## src/rtl/core/lbd_pkg.sv

```systemverilog
`default_nettype none

package lbd_pkg;

    localparam logic OP_LOAD = 1'b0;
    localparam logic OP_GRAD = 1'b1;

    localparam logic CFG_IN_DIM  = 1'b0;
    localparam logic CFG_OUT_DIM = 1'b1;

    localparam int IN_DIM_W  = 7;
    localparam int OUT_DIM_W = 9;
    localparam int CFG_W     = 9;
    localparam int ROW_W     = 6;
    localparam int COL_W     = 8;
    localparam int VAL_W     = 32;
    localparam int S_DATA_W  = 48;
    localparam int M_DATA_W  = 40;

    localparam logic [31:0] FP_ONE  = 32'h3F80_0000;
    localparam logic [31:0] FP_QNAN = 32'h7FC0_0000;

    localparam logic [IN_DIM_W-1:0]  IN_DIM_RST  = 7'd64;
    localparam logic [OUT_DIM_W-1:0] OUT_DIM_RST = 9'd256;

    typedef struct packed {
        logic accept;
        logic issue;
        logic drain;
        logic clear;
    } t_cmd;

    typedef struct packed {
        logic in_op;
        logic in_upd_ok;
        logic in_last;
        logic pipe_busy;
        logic out_full;
    } t_sts;

endpackage

`default_nettype wire

```

## src/rtl/core/lbd_ctrl.sv

```systemverilog
`default_nettype none

module lbd_ctrl #(
    parameter int MAX_IN = 64,
    localparam int IW = (MAX_IN > 1) ? $clog2(MAX_IN) : 1,
    localparam int NW = $clog2(MAX_IN + 1)
) (
    input  wire logic                 i_clk,
    input  wire logic                 i_rst_n,
    input  wire logic                 i_tvalid,
    output logic                      o_tready,
    input  wire lbd_pkg::t_sts        i_sts,
    input  wire logic [NW-1:0]        i_n,
    output lbd_pkg::t_cmd             o_cmd,
    output logic [IW-1:0]             o_idx
);

    localparam logic [2:0] ST_IDLE = 3'd0;
    localparam logic [2:0] ST_UPD  = 3'd1;
    localparam logic [2:0] ST_UPW  = 3'd2;
    localparam logic [2:0] ST_DRN  = 3'd3;
    localparam logic [2:0] ST_DRW  = 3'd4;
    localparam logic [2:0] ST_CLR  = 3'd5;

    logic [2:0]    r_state, n_state;
    logic [IW-1:0] r_idx, n_idx;
    logic          r_last, n_last;
    logic          idx_end, accept;

    assign idx_end  = ((NW + 1)'(r_idx) + (NW + 1)'(1)) == (NW + 1)'(i_n);
    assign o_tready = r_state == ST_IDLE;
    assign accept   = i_tvalid && o_tready;
    assign o_idx    = r_idx;

    always_comb begin
        n_state      = r_state;
        n_idx        = r_idx;
        n_last       = r_last;
        o_cmd        = '0;
        o_cmd.accept = accept;
        unique case (r_state)
            ST_IDLE: begin
                if (accept && (i_sts.in_op == lbd_pkg::OP_GRAD)) begin
                    n_idx  = '0;
                    n_last = i_sts.in_last;
                    if (i_sts.in_upd_ok) begin
                        n_state = ST_UPD;
                    end else if (i_sts.in_last) begin
                        n_state = (i_n != '0) ? ST_DRN : ST_CLR;
                    end
                end
            end
            ST_UPD: begin
                o_cmd.issue = 1'b1;
                if (idx_end) begin
                    n_state = ST_UPW;
                end else begin
                    n_idx = r_idx + IW'(1);
                end
            end
            ST_UPW: begin
                if (!i_sts.pipe_busy) begin
                    n_idx   = '0;
                    n_state = r_last ? ST_DRN : ST_IDLE;
                end
            end
            ST_DRN: begin
                if (!i_sts.pipe_busy && !i_sts.out_full) begin
                    o_cmd.issue = 1'b1;
                    o_cmd.drain = 1'b1;
                    n_state     = ST_DRW;
                end
            end
            ST_DRW: begin
                if (!i_sts.pipe_busy) begin
                    if (idx_end) begin
                        n_state = ST_CLR;
                    end else begin
                        n_idx   = r_idx + IW'(1);
                        n_state = ST_DRN;
                    end
                end
            end
            ST_CLR: begin
                o_cmd.clear = 1'b1;
                n_state     = ST_IDLE;
            end
            default: begin
                n_state = ST_IDLE;
            end
        endcase
    end

    always_ff @(posedge i_clk) begin
        if (!i_rst_n) begin
            r_state <= ST_IDLE;
            r_idx   <= '0;
            r_last  <= 1'b0;
        end else begin
            r_state <= n_state;
            r_idx   <= n_idx;
            r_last  <= n_last;
        end
    end

endmodule

`default_nettype wire

```

## config.mk

```make
export PLATFORM = sky130hd
export DESIGN_NAME = lbd_ctrl
export DESIGN_NICKNAME = d
export VERILOG_FILES = /design/src/rtl/core/lbd_pkg.sv /design/src/rtl/core/lbd_ctrl.sv
export SDC_FILE = /design/constraint.sdc
export NUM_CORES = 1
export LEC_CHECK = 0
export BUFFER_PORTS_ARGS = -buffer_cell sky130_fd_sc_hd__buf_2
export CELL_PAD_IN_SITES_DETAIL_PLACEMENT = 2
export CELL_PAD_IN_SITES_GLOBAL_PLACEMENT = 2
export CORE_MARGIN = 8
export CORE_UTILIZATION = 29
export DETAILED_ROUTE_END_ITERATION = 8
export GPL_TIMING_DRIVEN = 0
export HOLD_SLACK_MARGIN = 0.03
export PLACE_DENSITY = 0.88
export SLEW_MARGIN = 20
export SYNTH_ARGS = -nofsm -noshare
export SYNTH_HDL_FRONTEND = slang
export SYNTH_SLANG_ARGS = --single-unit
```

## constraint.sdc

```tcl
create_clock -name i_clk -period 2.3 [get_ports i_clk]
set_input_delay 0.23 -clock i_clk [delete_from_list [all_inputs] [get_ports i_clk]]
set_output_delay 0.23 -clock i_clk [all_outputs]
set_load 0.05 [all_outputs]
```

# --- Word level (Yosys, flattened, before mapping) ---
# Index checks and enable logic that the tools add are counted.
word_totals:
  ff_bits: 10
  inputBits: 15
  output_inout_bits: 11
  word_cells: 48
op_classes:
  addsub: 2
  eq_ne: 12
  n_mux: 20
  n_reduce_logical: 11
ops:
  columns: ["cell", "n"]
  rows:
  - ["two-way mux 3 bit", 9]
  - ["two-way mux 6 bit", 4]
  - ["case mux 6 bit (4 select lines)", 1]
  - ["case mux 3 bit (5 select lines)", 1]
  - ["!= test 2 bit, second input constant", 4]
  - ["adder 6 x 1 -> 7 bit, second input constant", 1]
  - ["== test 7 bit", 1]
  - ["nonzero test 7 bit", 1]
  - ["adder 6 x 1 -> 6 bit, second input constant", 1]
  - ["== test 3 x 2 -> 1 bit, second input constant", 2]
  - ["== test 3 bit, second input constant", 2]
  - ["AND reduction 6 bit", 1]
  - ["two-way mux 2 bit", 2]
  - ["AND reduction 4 bit", 1]
  - ["nonzero test 4 bit", 1]
  - ["== test 3 x 1 -> 1 bit, second input constant", 1]
  - ["logical AND 1 bit", 3]
  - ["logical NOT 3 bit", 1]
  - ["!= test 3 x 1 -> 1 bit, second input constant", 1]
  - ["logical NOT 1 bit", 2]
  - ["two-way mux 1 bit", 2]
  - ["!= test 2 x 1 -> 1 bit, second input constant", 1]
  - ["case mux 1 bit (2 select lines)", 1]
  - ["AND reduction 2 bit", 1]

# --- Depth between registers and ports, before layout ---
depth:
  ltp_word: 6
  depth_mapped: 6
  mapped_depth_nobuf: 6

# --- Worst setup path after synthesis ---
# Ideal clock, no wire load.
synth_path:
  path_type: "register to output"
  start: "register r_state[1]"
  end: "output port o_cmd[1] (netlist bit)"
  arrival_ps: 2341
  t_required_ps: 2070
  setup_slack_ps: -271
  stages_incl_launch_ff: 4
  path_buffers: 1
  path_cell_list: "dfxtp_1 > clkbuf_1 > inv_1 > nor4_1"
synth_lines:
  columns: ["item", "line_no", "text"]
  rows:
  - ["from (decl)", "lbd_ctrl.sv:25", "logic [2:0] r_state, n_state;"]
  - ["from (signal assigned)", "lbd_ctrl.sv:100", "r_state <= n_state;"]
  - ["to (decl)", "lbd_ctrl.sv:14", "output lbd_pkg::t_cmd o_cmd,"]

# --- Worst setup path after layout ---
layout_path:
  start: "register r_idx[0] (netlist: o_idx[0])"
  end: "register r_state[1]"
layout_via:
  elab_chain_len: 5
  elab_cells_between_ends: 7
  cone_classes: "add/sub (1); eq/ne (2); mux (3); reduce/logical (1)"
layout_rtl:
  columns: ["item", "line_no", "text"]
  rows:
  - ["from (decl)", "lbd_ctrl.sv:26", "logic [IW-1:0] r_idx, n_idx;"]
  - ["from (signal assigned)", "lbd_ctrl.sv:101", "r_idx <= n_idx;"]
  - ["adder 6 x 1 -> 7 bit *", "lbd_ctrl.sv:30", "assign idx_end = ((NW + 1)'(r_idx) + (NW + 1)'(1)) == (NW + 1)'(i_n);"]
  - ["== test 7 bit *", "lbd_ctrl.sv:30", null]
  - ["two-way mux 3 bit", "lbd_ctrl.sv:76", "if (idx_end) begin"]
  - ["two-way mux 3 bit", "lbd_ctrl.sv:75", "if (!i_sts.pipe_busy) begin"]
  - ["case mux 3 bit (5 select lines)", "lbd_ctrl.sv:41", "unique case (r_state)"]
# Every way passes the cells marked *; elsewhere a longest branch is shown, timed or not. The select of a mux whose other input is x is not followed.
# A chain may end at the register's enable or synchronous reset.

==> results.cfg <==
[clock_network]
clk_pin_slew_ps = 80
cts_buffer_depth = 2
cts_made_buffers = 3
post_cts_resize_count = 2
cts_root_buf = clkbuf_4
cts_tree = yes
cts_setup_buffers = 0
ctsHoldBuffers = 0
htreeDepth = 1
insertion_delay_ps = 270
cts.sinks = 10

[timing]
hold_viol_final = 0
relSlewSlack_pct = 52.3
clock_skew_ps = 4.43
fin_crit_ps = 2210
max_freq_mhz = 453
worst_pin_slew_ps = 710
setup_viol = 0
period_share_pct = 95.9
rsz0062_at_grt = false
tns_ps = 0
drv_slew = 0

[place]
place_congestion = 0.842
postPlaceCellArea_um2 = 1190
hpwl_mm = 2.97
port_buffers = 25

[global_route]
grt_pass1_vias = 1304
grt_max_degree = 11
grt_antenna_before_repair = 0
grt_pass1_wl_mm = 6.30
grt-ovfl-total = 0
grt_use_total_pct = 14.5

[floorplan]
die_y_um = 74.6
die_x_um = 74.6
rows = 21
core-area_um2 = 3310
dieArea_um2 = 5560
ios = 26
initial_core_util_pct = 30.0

[hold_path]
hold_path_class = in -> reg

[setup_path]
cp_max_fo = 8
crit_type = reg -> reg
regToRegSetupSlack_ps = 90
cp-start-kind = flip-flop
arrival_ps = 2390
endpoint_kind = flip-flop
critPathRequiredTime_ps = 2490

[logic_synthesis]
yosysWarningCount = 0
netlist_instances = 125
yosys_most_used_dff = dfxtp_1
synth_top_area_share_pct = 20.1
synth.distinct_cells = 48
syn_area_per_cell_um2 = 7.96
syn_nets = 141
ys_seq_area_share_pct = 20.1
synth-async-reset-ratio_pct = 0
yosys_register_bits = 10
syn_area_um2 = 995
synth_top_area_cell = dfxtp_1
synth_edf_count = 0
synth.area.top_cells = dfxtp_1 20%, a21oi_1 4.5%, xor2_1 4.4%

[drt]
drtIter0Drc = 34
via_per_inst = 5.62
wire_per_inst_um = 18.7
dr.pass1.iters = 4
detail-route-antenna-nets = 0
post-route-drc-count = 0
vias = 1123
drt_wl_total_mm = 3.74

[power_and_ir_drop]
powerDensity_nw_per_um2 = 511
p_leak_nw = 0.489
peakVddDrop_mv = 0.254

[cells_and_area]
layout.nets = 171
stdcell_area_um2 = 1240
drive_gt1_share_pct = 29.9
n_antenna_cell = 0
areaGrowthSynthToFinish_pct = 24.3

[run_status]
outcome = complete, no violations

[run]
maxCapViolCount = 0
## final timing paths
path,to,start,depth (start not counted)
min,r_last,i_sts[2],3
max,r_state[1],o_idx[0],6
max reg2reg,r_state[1],o_idx[0],6
min reg2reg,o_idx[1],o_idx[1],2
## placed cells by master (no fill, tap or decap), drive strengths merged, types with 5 or more instances in the layout
cell,netlist,final
inv,10,10
o211ai,6,6
clkbuf,3,7
a21oi,9,9
nand2b,5,5
buf,2,27
nand3,6,6
xor2,5,5
nor2,11,11
dfxtp,10,10
o311ai,5,5
nor3,5,5
## registers in the layout (all words and copies together) (netlist names)
signal,flops
o_idx,6
r_last,1
r_state,3
## metal layers
layer,part of all wire (%),GRT usage [%],wire (um)
met2,54,28.4,2020
met5,0,0,0
met1,41,14.8,1520
met3,5.1,4.58,192
met4,0.16,1.52,6
## kinds of logic (layout without fill, tap and decap cells)
kind of cell	after synthesis	in the layout	share of synthesized area [%]
fa+ha+maj	1	1	1.26
simple gates	44	44	25.2
flops	10	10	20.1
xor+xnor	9	9	10.6
mux	2	2	2.01
buf+inv	15	44	6.79
compound gates	44	44	34.1
## Yosys cell counts, types with 2 or more instances
| cell | n |
|---|---|
| nor2b_1 | 2 |
| o211ai_1 | 5 |
| o41ai_1 | 2 |
| a21oi_1 | 9 |
| o21ai_0 | 3 |
| nor2_1 | 11 |
| inv_1 | 10 |
| nand2_1 | 3 |
| a21boi_0 | 2 |
| o311ai_0 | 4 |
| mux2i_1 | 2 |
| xnor2_1 | 2 |
| o2bb2ai_1 | 2 |
| o31ai_1 | 2 |
| nand2b_1 | 5 |
| nor3_1 | 5 |
| nand3_1 | 6 |
| dfxtp_1 | 10 |
| xor2_1 | 5 |
| clkbuf_1 | 3 |
| and2_1 | 2 |
| nor4_1 | 2 |
| and4_1 | 2 |
| o211a_1 | 2 |
## report_power, final
part           switching [mW]  internal [mW]
Clock                  0.0731         0.0962
Combinational           0.171         0.0820
Sequential             0.0241          0.185
Total                   0.268          0.363
## final cells by class
class | count | area (um^2)
multi-input combinational | 100 | 744
timing repair buffer | 25 | 125
clock buffer | 4 | 36.3
buffer | 5 | 30.0
fill | 409 | 2070
sequential | 10 | 205
tap | 46 | 57.6
inverter | 10 | 37.5
## per-stage QoR
step | hold WS, ps | std cells | util [%] | total power [mW] | setup WS [ps]
detailed placement | 503 | 196 | 36.0 | 0.465 | 4.44
global route | 286 | 200 | 37.3 | 0.673 | 31.6
floorplan | 358 | 125 | - | 0.383 | 50.9
CTS | 240 | 200 | 37.3 | 0.639 | 54.0
global placement | 464 | 196 | 36.0 | 0.453 | 88.9
finish | 244 | 200 | 37.3 | 0.632 | 93.3
## critical path, cell delays in order (launching register included)
cell      delay [ps]
dfxtp_4          400
ha_2             250
inv_1             80
or4_4            540
xnor2_4          190
or3_4            370
a221oi_2         280
Note: power is estimated with default switching activity, not from simulation.
